File: config.mk
export PLATFORM = sky130hd
export DESIGN_NAME = adaptive_position_smoother_flat
export DESIGN_NICKNAME = d
export VERILOG_FILES = /design/src/rtl/aps_pkg.sv /design/src/rtl/aps_if.sv /design/src/rtl/aps_unit.sv /design/src/rtl/adaptive_position_smoother.sv /design/src/flat_wrapper.sv
export SDC_FILE = /design/constraint.sdc
export NUM_CORES = 2
export LEC_CHECK = 0
export BUFFER_PORTS_ARGS = -buffer_cell sky130_fd_sc_hd__buf_4
export CORE_MARGIN = 2
export CORE_UTILIZATION = 31
export CTS_CLUSTER_DIAMETER = 150
export DETAILED_ROUTE_END_ITERATION = 10
export GPL_ROUTABILITY_DRIVEN = 0
export PLACE_DENSITY_LB_ADDON = 0.2
export SYNTH_ARGS = -nofsm -noshare
export SYNTH_HDL_FRONTEND = slang
export SYNTH_SLANG_ARGS = --single-unit
export TNS_END_PERCENT = 10
File: constraint.sdc
create_clock -name clk -period 17.3 [get_ports clk]
set_input_delay 1.73 -clock clk [delete_from_list [all_inputs] [get_ports clk]]
set_output_delay 1.73 -clock clk [all_outputs]
set_load 0.05 [all_outputs]
File: src/rtl/aps_pkg.sv
// aps_pkg: shared widths, unit opcodes, request struct and register indexes
// for the adaptive position smoother; depends on nothing
`timescale 1ns / 1ps
`default_nettype none

package aps_pkg;

  // shared unit datapath width and multiplier operand width
  localparam int UW    = 66;
  localparam int MBW   = 33;
  localparam int CNT_W = 7;

  // held position and shown position widths
  localparam int POS_W = 40;
  localparam int OUT_W = 24;

  // configuration port
  localparam int CFG_IDX_W  = 3;
  localparam int CFG_DATA_W = 16;

  localparam logic [CFG_IDX_W-1:0] REG_MAX_GAP    = 3'd0;
  localparam logic [CFG_IDX_W-1:0] REG_JUMP_LIMIT = 3'd1;
  localparam logic [CFG_IDX_W-1:0] REG_BASE_TAU   = 3'd2;
  localparam logic [CFG_IDX_W-1:0] REG_SPEED_KNEE = 3'd3;
  localparam logic [CFG_IDX_W-1:0] REG_MIN_TAU    = 3'd4;

  typedef enum logic [1:0] {
    OP_MUL,
    OP_DIV,
    OP_SQRT
  } unit_op_t;

  typedef struct packed {
    logic     start;
    unit_op_t op;
  } unit_req_t;

endpackage

`default_nettype wire

File: src/rtl/aps_if.sv
// aps_in_if and aps_out_if: valid/ready channels of the smoother
// depends on nothing
`timescale 1ns / 1ps
`default_nettype none

interface aps_in_if;
  logic        valid;
  logic        ready;
  logic [63:0] track_id;
  logic signed [31:0] target_x;
  logic signed [31:0] target_y;
  logic [31:0] time_ms;

  modport source (output valid, track_id, target_x, target_y, time_ms, input ready);
  modport sink   (input valid, track_id, target_x, target_y, time_ms, output ready);
endinterface

interface aps_out_if;
  logic        valid;
  logic        ready;
  logic        accepted;
  logic signed [23:0] shown_x;
  logic signed [23:0] shown_y;

  modport source (output valid, accepted, shown_x, shown_y, input ready);
  modport sink   (input valid, accepted, shown_x, shown_y, output ready);
endinterface

`default_nettype wire

File: src/rtl/aps_unit.sv
// aps_unit: bit-serial shared multiply, restoring divide and integer root
// depends on aps_pkg
`timescale 1ns / 1ps
`default_nettype none

module aps_unit
  import aps_pkg::*;
(
  input  wire logic            clk,
  input  wire logic            rst,
  input  wire unit_req_t       req,
  input  wire logic [UW-1:0]   opa,
  input  wire logic [UW-1:0]   opb,
  output logic                 done,
  output logic [UW-1:0]        result
);

  logic             busy;
  unit_op_t         op_r;
  logic [CNT_W-1:0] cnt;
  logic [UW-1:0]    acc;
  logic [UW-1:0]    xs;
  logic [UW-1:0]    ys;
  logic [UW-1:0]    bs;

  logic [UW:0]      rem_div;
  logic [UW+1:0]    rem_sq;
  logic [UW+1:0]    trial;
  logic [UW-1:0]    acc_next;
  logic [UW-1:0]    xs_next;
  logic [UW-1:0]    ys_next;

  // one step of the selected operation
  always_comb begin
    rem_div  = {acc, xs[UW-1]};
    rem_sq   = {acc, xs[UW-1:UW-2]};
    trial    = {ys, 2'b01};
    acc_next = acc;
    xs_next  = xs;
    ys_next  = ys;
    unique case (op_r)
      OP_MUL: begin
        if (ys[0]) acc_next = acc + xs;
        xs_next = xs << 1;
        ys_next = ys >> 1;
      end
      OP_DIV: begin
        xs_next = xs << 1;
        if (rem_div >= {1'b0, bs}) begin
          acc_next = UW'(rem_div - {1'b0, bs});
          ys_next  = {ys[UW-2:0], 1'b1};
        end else begin
          acc_next = rem_div[UW-1:0];
          ys_next  = {ys[UW-2:0], 1'b0};
        end
      end
      OP_SQRT: begin
        xs_next = xs << 2;
        if (rem_sq >= trial) begin
          acc_next = UW'(rem_sq - trial);
          ys_next  = {ys[UW-2:0], 1'b1};
        end else begin
          acc_next = rem_sq[UW-1:0];
          ys_next  = {ys[UW-2:0], 1'b0};
        end
      end
      default: begin
        acc_next = acc;
      end
    endcase
  end

  // sequencing of the iterations
  always_ff @(posedge clk) begin
    if (rst) begin
      busy <= 1'b0;
      done <= 1'b0;
      op_r <= OP_MUL;
      cnt  <= '0;
    end else begin
      done <= 1'b0;
      if (req.start) begin
        busy <= 1'b1;
        op_r <= req.op;
        cnt  <= (req.op == OP_DIV) ? CNT_W'(UW) : CNT_W'(MBW);
        acc  <= '0;
        xs   <= opa;
        ys   <= (req.op == OP_MUL) ? opb : '0;
        bs   <= opb;
      end else if (busy) begin
        acc <= acc_next;
        xs  <= xs_next;
        ys  <= ys_next;
        cnt <= cnt - 1'b1;
        if (cnt == CNT_W'(1)) begin
          busy <= 1'b0;
          done <= 1'b1;
        end
      end
    end
  end

  assign result = (op_r == OP_MUL) ? acc : ys;

endmodule

`default_nettype wire

File: src/rtl/adaptive_position_smoother.sv
// adaptive_position_smoother: speed-adaptive 2D smoothing of one tracked marker
// paths: id zero is rejected from S_CHECK; snapped on id, gap or axis span via S_DONE;
// snapped on distance after the squares and the limit compare; smoothing runs all states
// (one item at a time: a new item is taken only when idle and the output is empty; the
// bit-serial unit does eight multiplies, one root and three divides per smoothed item)
// reset: registers take their defaults, no track is held, output empty; uses aps_pkg, aps_if
`timescale 1ns / 1ps
`default_nettype none

module adaptive_position_smoother
  import aps_pkg::*;
#(
  parameter int POS_FRAC_BITS = 8
) (
  input  wire logic                  clk,
  input  wire logic                  rst,
  aps_in_if.sink                     in_ch,
  aps_out_if.source                  out_ch,
  input  wire logic                  cfg_we,
  input  wire logic [CFG_IDX_W-1:0]  cfg_index,
  input  wire logic [CFG_DATA_W-1:0] cfg_data
);

  localparam int SH_UP = (POS_FRAC_BITS >= 8) ? POS_FRAC_BITS - 8 : 0;
  localparam int SH_DN = (POS_FRAC_BITS < 8) ? 8 - POS_FRAC_BITS : 0;
  localparam logic [32:0] HALF_IN = (33'd1 << SH_DN) >> 1;
  localparam logic [POS_W:0] HALF_OUT = ((POS_W+1)'(1) << POS_FRAC_BITS) >> 1;
  localparam int LIM_W = 16 + POS_FRAC_BITS;
  localparam int AW    = 32 + POS_FRAC_BITS;
  localparam int BW    = 43;
  localparam int DW    = 33;
  localparam logic [OUT_W:0] SAT_POS = 25'd8388607;
  localparam logic [OUT_W:0] SAT_NEG = 25'd8388608;

  typedef enum logic [3:0] {
    S_IDLE, S_CHECK, S_SQX, S_SQY, S_LIM, S_SQRT, S_A, S_B,
    S_NUM, S_TAU, S_BX, S_DX, S_BY, S_DY, S_DONE
  } state_t;

  // target conversion to held position format
  function automatic logic [POS_W-1:0] to_pos(input logic [31:0] raw);
    logic [32:0] mag;
    logic [32:0] rnd;
    mag = raw[31] ? (33'd0 - {1'b1, raw}) : {1'b0, raw};
    rnd = (mag + HALF_IN) >> SH_DN;
    if (POS_FRAC_BITS >= 8) to_pos = {{(POS_W-32){raw[31]}}, raw} << SH_UP;
    else to_pos = raw[31] ? (POS_W'(0) - POS_W'(rnd)) : POS_W'(rnd);
  endfunction

  // whole pixels, rounded half away from zero, saturated
  function automatic logic [OUT_W-1:0] show(input logic [POS_W-1:0] p);
    logic [POS_W:0] mag;
    logic [POS_W:0] r;
    mag = p[POS_W-1] ? ((POS_W+1)'(0) - {p[POS_W-1], p}) : {1'b0, p};
    r   = (mag + HALF_OUT) >> POS_FRAC_BITS;
    if (!p[POS_W-1]) show = (r > (POS_W+1)'(SAT_POS)) ? SAT_POS[OUT_W-1:0] : r[OUT_W-1:0];
    else if (r > (POS_W+1)'(SAT_NEG)) show = SAT_NEG[OUT_W-1:0];
    else show = OUT_W'(0) - r[OUT_W-1:0];
  endfunction

  // configuration registers
  logic [15:0] max_gap, jump_limit, base_tau, speed_knee, min_tau;

  always_ff @(posedge clk) begin
    if (rst) begin
      max_gap    <= 16'd120;
      jump_limit <= 16'd300;
      base_tau   <= 16'd4608;
      speed_knee <= 16'd400;
      min_tau    <= 16'd384;
    end else if (cfg_we) begin
      priority case (cfg_index)
        REG_MAX_GAP:    max_gap    <= cfg_data;
        REG_JUMP_LIMIT: jump_limit <= cfg_data;
        REG_BASE_TAU:   base_tau   <= cfg_data;
        REG_SPEED_KNEE: speed_knee <= cfg_data;
        REG_MIN_TAU:    min_tau    <= cfg_data;
        default: ;
      endcase
    end
  end

  state_t state;
  logic   started;

  // track state
  logic              track_valid;
  logic [63:0]       held_id;
  logic [31:0]       last_time;
  logic [POS_W-1:0]  pos_x, pos_y;

  // item registers
  logic [63:0]       id;
  logic [POS_W-1:0]  tx, ty;
  logic [31:0]       now;
  logic [15:0]       elapsed;
  logic [POS_W:0]    adx, ady;
  logic              sgx, sgy;
  logic              snap;
  logic [UW-1:0]     sum, num, prod;
  logic [DW-1:0]     root;
  logic [AW-1:0]     areg;
  logic [BW-1:0]     breg;
  logic [24:0]       den;
  logic [POS_W-1:0]  nx, ny;

  // output register
  logic              ov, oacc;
  logic [OUT_W-1:0]  osx, osy;

  // combinational helpers
  logic [31:0]       gap;
  logic [POS_W:0]    dxc, dyc;
  logic [LIM_W-1:0]  lim;
  logic [15:0]       knee;
  logic [23:0]       e;
  logic [15:0]       tau_q, tau_c;
  logic [DW-1:0]     mag;

  // shared unit
  unit_req_t         req;
  logic [UW-1:0]     opa, opb, result;
  logic              done;

  assign gap   = now - last_time;
  assign dxc   = {tx[POS_W-1], tx} - {pos_x[POS_W-1], pos_x};
  assign dyc   = {ty[POS_W-1], ty} - {pos_y[POS_W-1], pos_y};
  assign lim   = LIM_W'(jump_limit) << POS_FRAC_BITS;
  assign knee  = (speed_knee == 16'd0) ? 16'd1 : speed_knee;
  assign e     = {elapsed, 8'd0};
  assign tau_q = result[15:0];
  assign tau_c = (tau_q < min_tau) ? min_tau : tau_q;
  assign mag   = result[DW-1:0];

  // operand selection for the shared unit
  always_comb begin
    req.start = 1'b0;
    req.op    = OP_MUL;
    opa       = '0;
    opb       = '0;
    unique case (state)
      S_SQX:  begin opa = UW'(adx); opb = UW'(adx); end
      S_SQY:  begin opa = UW'(ady); opb = UW'(ady); end
      S_LIM:  begin opa = UW'(lim); opb = UW'(lim); end
      S_SQRT: begin req.op = OP_SQRT; opa = sum; end
      S_A:    begin opa = UW'(knee); opb = UW'(elapsed); end
      S_B:    begin opa = UW'(root); opb = UW'(10'd1000); end
      S_NUM:  begin opa = UW'(areg); opb = UW'(base_tau); end
      S_TAU:  begin req.op = OP_DIV; opa = num; opb = UW'(areg) + UW'(breg); end
      S_BX:   begin opa = UW'(adx); opb = UW'(e); end
      S_DX:   begin req.op = OP_DIV; opa = prod + UW'(den >> 1); opb = UW'(den); end
      S_BY:   begin opa = UW'(ady); opb = UW'(e); end
      S_DY:   begin req.op = OP_DIV; opa = prod + UW'(den >> 1); opb = UW'(den); end
      default: begin opa = '0; end
    endcase
    if (state != S_IDLE && state != S_CHECK && state != S_DONE) req.start = !started;
  end

  aps_unit u_unit (
    .clk    (clk),
    .rst    (rst),
    .req    (req),
    .opa    (opa),
    .opb    (opb),
    .done   (done),
    .result (result)
  );

  assign in_ch.ready     = (state == S_IDLE) && !ov;
  assign out_ch.valid    = ov;
  assign out_ch.accepted = oacc;
  assign out_ch.shown_x  = osx;
  assign out_ch.shown_y  = osy;

  // sequencer, track state and output register
  always_ff @(posedge clk) begin
    if (rst) begin
      state       <= S_IDLE;
      started     <= 1'b0;
      track_valid <= 1'b0;
      held_id     <= '0;
      last_time   <= '0;
      pos_x       <= '0;
      pos_y       <= '0;
      ov          <= 1'b0;
    end else begin
      if (ov && out_ch.ready) ov <= 1'b0;
      if (req.start) started <= 1'b1;
      if (done) started <= 1'b0;
      unique case (state)
        S_IDLE: begin
          if (in_ch.valid && in_ch.ready) begin
            id    <= in_ch.track_id;
            tx    <= to_pos(in_ch.target_x);
            ty    <= to_pos(in_ch.target_y);
            now   <= in_ch.time_ms;
            state <= S_CHECK;
          end
        end
        S_CHECK: begin
          elapsed <= gap[15:0];
          adx     <= dxc[POS_W] ? ((POS_W+1)'(0) - dxc) : dxc;
          ady     <= dyc[POS_W] ? ((POS_W+1)'(0) - dyc) : dyc;
          sgx     <= dxc[POS_W];
          sgy     <= dyc[POS_W];
          if (id == 64'd0) begin
            snap  <= 1'b1;
            ov    <= 1'b1;
            oacc  <= 1'b0;
            osx   <= '0;
            osy   <= '0;
            state <= S_IDLE;
          end else if (!track_valid || held_id != id || gap > 32'(max_gap) || gap == 32'd0) begin
            snap  <= 1'b1;
            state <= S_DONE;
          end else if ((dxc[POS_W] ? ((POS_W+1)'(0) - dxc) : dxc) > (POS_W+1)'(lim) ||
                       (dyc[POS_W] ? ((POS_W+1)'(0) - dyc) : dyc) > (POS_W+1)'(lim)) begin
            snap  <= 1'b1;
            state <= S_DONE;
          end else begin
            snap  <= 1'b0;
            state <= S_SQX;
          end
        end
        S_SQX: if (done) begin sum <= result; state <= S_SQY; end
        S_SQY: if (done) begin sum <= sum + result; state <= S_LIM; end
        S_LIM: begin
          if (done) begin
            if (sum > result) begin
              snap  <= 1'b1;
              state <= S_DONE;
            end else begin
              state <= S_SQRT;
            end
          end
        end
        S_SQRT: if (done) begin root <= result[DW-1:0]; state <= S_A; end
        S_A: if (done) begin areg <= AW'(result[31:0]) << POS_FRAC_BITS; state <= S_B; end
        S_B: if (done) begin breg <= result[BW-1:0]; state <= S_NUM; end
        S_NUM: if (done) begin num <= result; state <= S_TAU; end
        S_TAU: if (done) begin den <= 25'(e) + 25'(tau_c); state <= S_BX; end
        S_BX: if (done) begin prod <= result; state <= S_DX; end
        S_DX: begin
          if (done) begin
            nx    <= sgx ? (pos_x - POS_W'(mag)) : (pos_x + POS_W'(mag));
            state <= S_BY;
          end
        end
        S_BY: if (done) begin prod <= result; state <= S_DY; end
        S_DY: begin
          if (done) begin
            ny    <= sgy ? (pos_y - POS_W'(mag)) : (pos_y + POS_W'(mag));
            state <= S_DONE;
          end
        end
        S_DONE: begin
          // commit the new position and publish the result
          pos_x       <= snap ? tx : nx;
          pos_y       <= snap ? ty : ny;
          held_id     <= id;
          track_valid <= 1'b1;
          last_time   <= now;
          ov          <= 1'b1;
          oacc        <= 1'b1;
          osx         <= show(snap ? tx : nx);
          osy         <= show(snap ? ty : ny);
          state       <= S_IDLE;
        end
        default: state <= S_IDLE;
      endcase
    end
  end

endmodule

`default_nettype wire
File: src/flat_wrapper.sv
// flat-port wrapper written by rule: the top's interface ports become plain ports
module adaptive_position_smoother_flat import aps_pkg::*;
#(
  parameter int POS_FRAC_BITS = 8
)
  (clk, rst, cfg_we, cfg_index, cfg_data, in_ch_valid, in_ch_track_id, in_ch_target_x, in_ch_target_y, in_ch_time_ms, in_ch_ready, out_ch_valid, out_ch_accepted, out_ch_shown_x, out_ch_shown_y, out_ch_ready);
  aps_in_if in_ch_i ();
  aps_out_if out_ch_i ();
  input  wire logic clk;
  input  wire logic rst;
  input  wire logic cfg_we;
  input  wire logic [CFG_IDX_W-1:0] cfg_index;
  input  wire logic [CFG_DATA_W-1:0] cfg_data;
  input wire logic [$bits(in_ch_i.valid)-1:0] in_ch_valid;
  input wire logic [$bits(in_ch_i.track_id)-1:0] in_ch_track_id;
  input wire logic [$bits(in_ch_i.target_x)-1:0] in_ch_target_x;
  input wire logic [$bits(in_ch_i.target_y)-1:0] in_ch_target_y;
  input wire logic [$bits(in_ch_i.time_ms)-1:0] in_ch_time_ms;
  output wire logic [$bits(in_ch_i.ready)-1:0] in_ch_ready;
  output wire logic [$bits(out_ch_i.valid)-1:0] out_ch_valid;
  output wire logic [$bits(out_ch_i.accepted)-1:0] out_ch_accepted;
  output wire logic [$bits(out_ch_i.shown_x)-1:0] out_ch_shown_x;
  output wire logic [$bits(out_ch_i.shown_y)-1:0] out_ch_shown_y;
  input wire logic [$bits(out_ch_i.ready)-1:0] out_ch_ready;
  assign in_ch_i.valid = in_ch_valid;
  assign in_ch_i.track_id = in_ch_track_id;
  assign in_ch_i.target_x = in_ch_target_x;
  assign in_ch_i.target_y = in_ch_target_y;
  assign in_ch_i.time_ms = in_ch_time_ms;
  assign in_ch_ready = in_ch_i.ready;
  assign out_ch_valid = out_ch_i.valid;
  assign out_ch_accepted = out_ch_i.accepted;
  assign out_ch_shown_x = out_ch_i.shown_x;
  assign out_ch_shown_y = out_ch_i.shown_y;
  assign out_ch_i.ready = out_ch_ready;
  adaptive_position_smoother #(.POS_FRAC_BITS(POS_FRAC_BITS)) u_core (.clk(clk), .rst(rst), .in_ch(in_ch_i), .out_ch(out_ch_i), .cfg_we(cfg_we), .cfg_index(cfg_index), .cfg_data(cfg_data));
endmodule
# == After elaboration in Yosys (flattened, before gate mapping) ==
# Cells that the tools add are included.
# totals
register_bits,1259
input_bits,184
output_inout_bits,51
wordCells,254
# classes
addsub,23
magnitude_cmp,11
n_eq_ne,41
mux,77
n_bitwise,2
reduce_logical,57
# ops
operator,count
66-bit one-hot mux with 9 select lines,2
66-bit 2-to-1 mux,12
66-bit one-hot mux with 3 select lines,2
66-bit one-hot mux with 2 select lines,2
24-bit 2-to-1 mux,7
41-bit 2-to-1 mux,4
40-bit 2-to-1 mux,4
66-bit adder,2
66-bit subtractor,2
24-bit one-hot mux with 2 select lines,2
"41-bit by 8-bit adder with 41-bit output, second input constant",2
41-bit by 24-bit > comparator with 1-bit output,2
"1-bit by 40-bit subtractor with 41-bit output, first input constant",2
"1-bit by 41-bit subtractor with 41-bit output, first input constant",2
32-bit by 40-bit subtractor with 41-bit output,2
40-bit by 33-bit adder with 40-bit output,2
40-bit by 33-bit subtractor with 40-bit output,2
68-bit >= comparator,1
4-bit 2-to-1 mux,17
67-bit by 66-bit >= comparator with 1-bit output,1
66-bit by 24-bit adder with 66-bit output,1
"33-bit by 23-bit > comparator with 1-bit output, second input constant",2
"33-bit by 24-bit > comparator with 1-bit output, second input constant",2
66-bit > comparator,1
48 further kinds,133

# == Depth between registers and ports, before layout ==
# logic_depth
word_depth,9
mapped_depth,38
ltp_nobuf,33

# == Modules after synthesis ==
# Synthesis repeated with hierarchy kept, for this count alone.
# unflattened
cells_unflattened,10482
area_unflattened_um2,93058.0
# by_module_without_submodules
module,instances,cells_per_inst,area_each_um2,seq_area_each_um2
adaptive_position_smoother,1,7331,67063.1,26915.8
aps_unit,1,3151,25994.9,8147.8

# == Worst setup path before layout ==
# No wires, ideal clock.
# synth_timing
kind,input-to-reg
startpoint,in rst
endpoint,"reg u_core.id[0], enable pin"
setup_ns,0.876
arrival_time_ns,12.949
t_required_ns,16.424
path_slack_ns,3.475
cell_stages,3
path_buffers,2
path_cell_list,clkbuf_1 -> clkbuf_1 -> nor3_1
# synth_between
elab_chain_len,2
# synth_rtl
item,line_no,rtl
start: declaration,flat_wrapper.sv:10,input wire logic rst;
1-bit inverter (no line),--,
3-bit AND reduction (no line),--,
end signal: assignment,adaptive_position_smoother.sv:193,id <= in_ch.track_id;
end: declaration,adaptive_position_smoother.sv:93,logic [63:0] id;
# No other way between the ends.
# A chain may end at the register's enable or synchronous reset.

# == Worst setup path in the final report ==
# layout_timing
startpoint,reg u_core.u_unit.op_r[0]
endpoint,reg u_core.ny[39] (data pin)
# layout_between
elab_chain_len,4
word_cells_on_any_way,5
classes_between,2 x add/sub; 2 x mux; 1 x reduce/logical
# layout_rtl
item,line_no,rtl
start: declaration,aps_unit.sv:19,unit_op_t op_r;
start signal: assignment,aps_unit.sv:84,op_r <= req.op;
2-bit logical NOT (*),aps_unit.sv:103,assign result = (op_r == OP_MUL) ? acc : ys;
66-bit 2-to-1 mux (*),aps_unit.sv:103,
40-bit by 33-bit adder with 40-bit output / 40-bit by 33-bit subtractor with 40-bit output (equally long branches),adaptive_position_smoother.sv:252,ny <= sgy ? (pos_y - POS_W'(mag)) : (pos_y + POS_W'(mag));
40-bit 2-to-1 mux (*),adaptive_position_smoother.sv:252,
end signal: assignment,adaptive_position_smoother.sv:252,
end: declaration,adaptive_position_smoother.sv:105,"logic [POS_W-1:0] nx, ny;"
# Every way passes the cells marked *; elsewhere a longest branch is shown, timed or not.

==> summary.txt <==
Global route
  – Gr ovfl total: 0
  – Largest net degree at the start of global routing: 102
  – First-pass GRT wire length: 503000 um
  – Tot GR Track Use: 22.5%
  – Initial antenna violation count: 11
  – Number of global-route vias before repair: 76077

Clock network
  – Num CTS Buffers: 162
  – CTS Hold Bufs: 0
  – Worst skew pair latency: 0.90 ns
  – CTS root buffer: clkbuf_16
  – Max H-tree Level: 4
  – CTS Sinks: 1237
  – Maximum clock path buffer count: 4
  – Clock transition at path regs: 0.06 ns
  – Cts repair resizes: 0
  – Setup Fix Bufs, Post-CTS: 0
  – TritonCTS clock tree: yes

Timing
  – Slew Limit Headroom: 14.5%
  – Final period util: 50.0%
  – Clk_skew: 0.0859 ns
  – Fin. Hold Viols: 0
  – Crit path time final: 8.65 ns
  – Worst-Margin Slew: 1.28 ns
  – Fin worst setup slack: 8.65 ns
  – Final Slew Violations: 0
  – Peak Freq: 0.116 GHz
  – Setup tns final: 0 ns
  – Final setup vio count: 0
  – RSZ-0062 raised after global routing: false

Pwr
  – Internal: 9870 uW
  – Switching share of power: 46.3%
  – Comb pwr share: 55.9%
  – Static Leak: 0.0374 uW
  – Net Sw Power: 8520 uW
  – Power density over the cells: 182 nW/um^2
  – Clock power frac: 19.0%
  – Peak VDD IR: 0.113 mV
  – Sequential Power Share: 25.1%

Worst setup path
  – WP buf/inv: 2
  – Critical Path Start: u_core.u_unit.op_r[0]
  – FF-to-FF path depth: 26
  – WS Path Type: reg2reg
  – Arrival @ worst endpoint: 9.25 ns
  – Largest delay contributor family on the critical path: simple AND/OR/NAND/NOR gates
  – CP max FO: 60
  – WP data required: 17.90 ns
  – Critical Path Sink Type: flip-flop
  – Worst path depth: 26
  – Crit-path slowest cell: nor4_1
  – Setup crit start kind: flip-flop
  – Worst R2R Start: u_core.u_unit.op_r[0]
  – Worst path max stage delay: 0.78 ns

Run
  – MaxCap Viol Count: 0

Cells and area
  – Reg area: 34400 um^2
  – Final #Nets: 10932
  – Area Overhead vs Synth: 13.2%
  – Multi-input gate area: 51400 um^2
  – Layout fillers: 29091
  – Layout cells sized above 1: 8.67%

Logic synthesis
  – Post-synthesis cell type count: 121
  – Seq/Total Area, Yosys: 38.4%
  – Number of enable flip-flop cells after synthesis: 963
  – Post-Synthesis Cells: 9952
  – Primary FF master, synth: edfxtp_1
  – Syn avg cell area: 8.99 um^2
  – Flops & latches, synth: 1237
  – Top-count cell post-synth: edfxtp_1
  – Main area contributors after synthesis: edfxtp_1 32%, ha_1 8.9%, dfxtp_1 6.1%
  – Post-synth top cells: 963 x edfxtp_1, 949 x nand2_1, 861 x a21oi_1
  – Synth top area share: 32.3%
  – Async SR Flop Fraction: 0%
  – Number of synthesis warnings: 0
  – Mapped Nets: 10787
  – Area leader, netlist: edfxtp_1
  – Synthesized cell area: 89500 um^2

Route
  – DR iter-0 viols: 7562
  – # DRC: 0
  – Post-DR vias/cell: 5.62
  – Final wirelength: 341000 um
  – Vias: 78720
  – WL/cell: 24.3 um
  – DRT Pass-1 Iters: 9
  – Antenna-violating nets left: 0

Floorplanning
  – Die Span Y: 541 um
  – Num ports: 235
  – Core area: 288000 um^2
  – Site Rows: 197
  – Die footprint: 293000 um^2
  – Starting Density: 31.1%
  – Die Width: 541 um

Place
  – Port Buf Inserts: 234
  – Pre-CTS setup slack: 8.77 ns
  – Post-DP HPWL: 262000 um

Min path
  – HP Class: reg2reg
  – Hold Path Depth: 2
  – Hold Startpoint: u_core.last_time[22]

Outcome
  – Status: finished clean
-- routing by layer --
layer	GRT usage, %	routed length (um)
met4	9.81	16300
met2	36.6	155000
met5	0	18
met1	30.0	149000
met3	2.59	21100
-- power by group through the flow --
stage          Clock [uW]  Sequential (uW)  Combinational (uW)
2_1_floorplan           0             4470                6990
3_3_place_gp            0             4660               10000
3_5_place_dp            0             4660               10100
4_1_cts              3570             4600               10200
5_1_grt              3670             4650               11300
6_report             3500             4610               10300
-- placed cells by master (no fill, tap or decap), types with 109 or more instances in the layout --
cell type,Yosys,routed
xnor2_1,527,527
a22oi_1,135,135
edfxtp_1,963,963
a211oi_1,156,156
nor3_1,211,200
xor2_1,267,267
nor2_1,836,825
dfxtp_1,274,274
ha_1,640,637
mux2i_1,123,123
nand4_1,109,109
nand2_1,949,948
buf_4,2,412
nand3_1,245,244
clkbuf_16,0,166
inv_1,596,595
a21o_1,232,232
o21ai_0,598,596
a21oi_1,861,858
-- kinds of logic after synthesis --
| family | after synthesis | synth area share (%) |
|---|---|---|
| adders and majority gates | 651 | 9.19 |
| and+or+nand+nor | 3122 | 16.7 |
| muxes | 180 | 2.17 |
| AOI/OAI and AO/OA | 2930 | 21.1 |
| xor gates and xnor gates | 800 | 7.89 |
| buffers and inverters | 1032 | 4.48 |
| DFF | 1237 | 38.4 |
-- flip-flops by register name, indices dropped and copies added (netlist names), 41 cells and up --
register / cells
u_core.ady: 41
u_core.u_unit.bs: 44
u_core.id: 64
u_core.u_unit.ys: 66
u_core.prod: 66
u_core.u_unit.acc: 66
u_core.held_id: 64
u_core.adx: 41
u_core.u_unit.xs: 66
u_core.breg: 43
u_core.sum: 66
u_core.num: 66
-- final cells by class --
class | instances | share of cell area (%)
Timing Repair Buffer | 415 | 3.11
Antenna cell | 4 | 0.00988
Inverter | 598 | 2.22
Clock buffer | 203 | 4.32
Sequential cell | 1237 | 34.0
Multi-Input combinational cell | 7683 | 50.7
Clock inverter | 87 | 0.987
Tap cell | 3781 | 4.67
-- worst reg2reg max path, cell delays in order, from the launching register on --
cell and delay [ns]:
dfxtp_1 0.32, inv_1 0.19, ha_4 0.25, buf_4 0.63
a21oi_1 0.36, nor4_1 0.78, nor2b_1 0.55, nor2b_1 0.34
and3_1 0.25, and3_1 0.23, and3_1 0.26, nand2_1 0.13
nor2_1 0.17, nor2_1 0.09, xnor2_1 0.17, ha_1 0.26
a2111oi_0 0.47, a21o_1 0.25, o21ai_0 0.18, or4_1 0.48
a31o_2 0.24, o41ai_1 0.52, nor2_1 0.10, a2111oi_0 0.72
o21ai_0 0.17, a21oi_1 0.21, xnor2_1 0.09
-- path summary, 6_finish.rpt --
| kind | to | slack [ns] |
|---|---|---|
| min | u_core.last_time[22] | 0.45 |
| min reg2reg | u_core.last_time[22] | 0.45 |
| max | u_core.ny[39] | 8.65 |
| max reg2reg | u_core.ny[39] | 8.65 |
-- through the flow --
step	area, um^2	hold WS [ns]	power, uW	cells	util [%]
floorplan	89500	0.436	11500	9952	-
global placement	95900	0.442	14700	13714	33.3
detailed placement	95900	0.446	14800	13714	33.3
CTS	101000	0.454	18400	14004	35.2
global route	101000	0.468	19600	14006	35.2
finish	101000	0.455	18400	14008	35.2
Power figures use the tool's default switching activity.
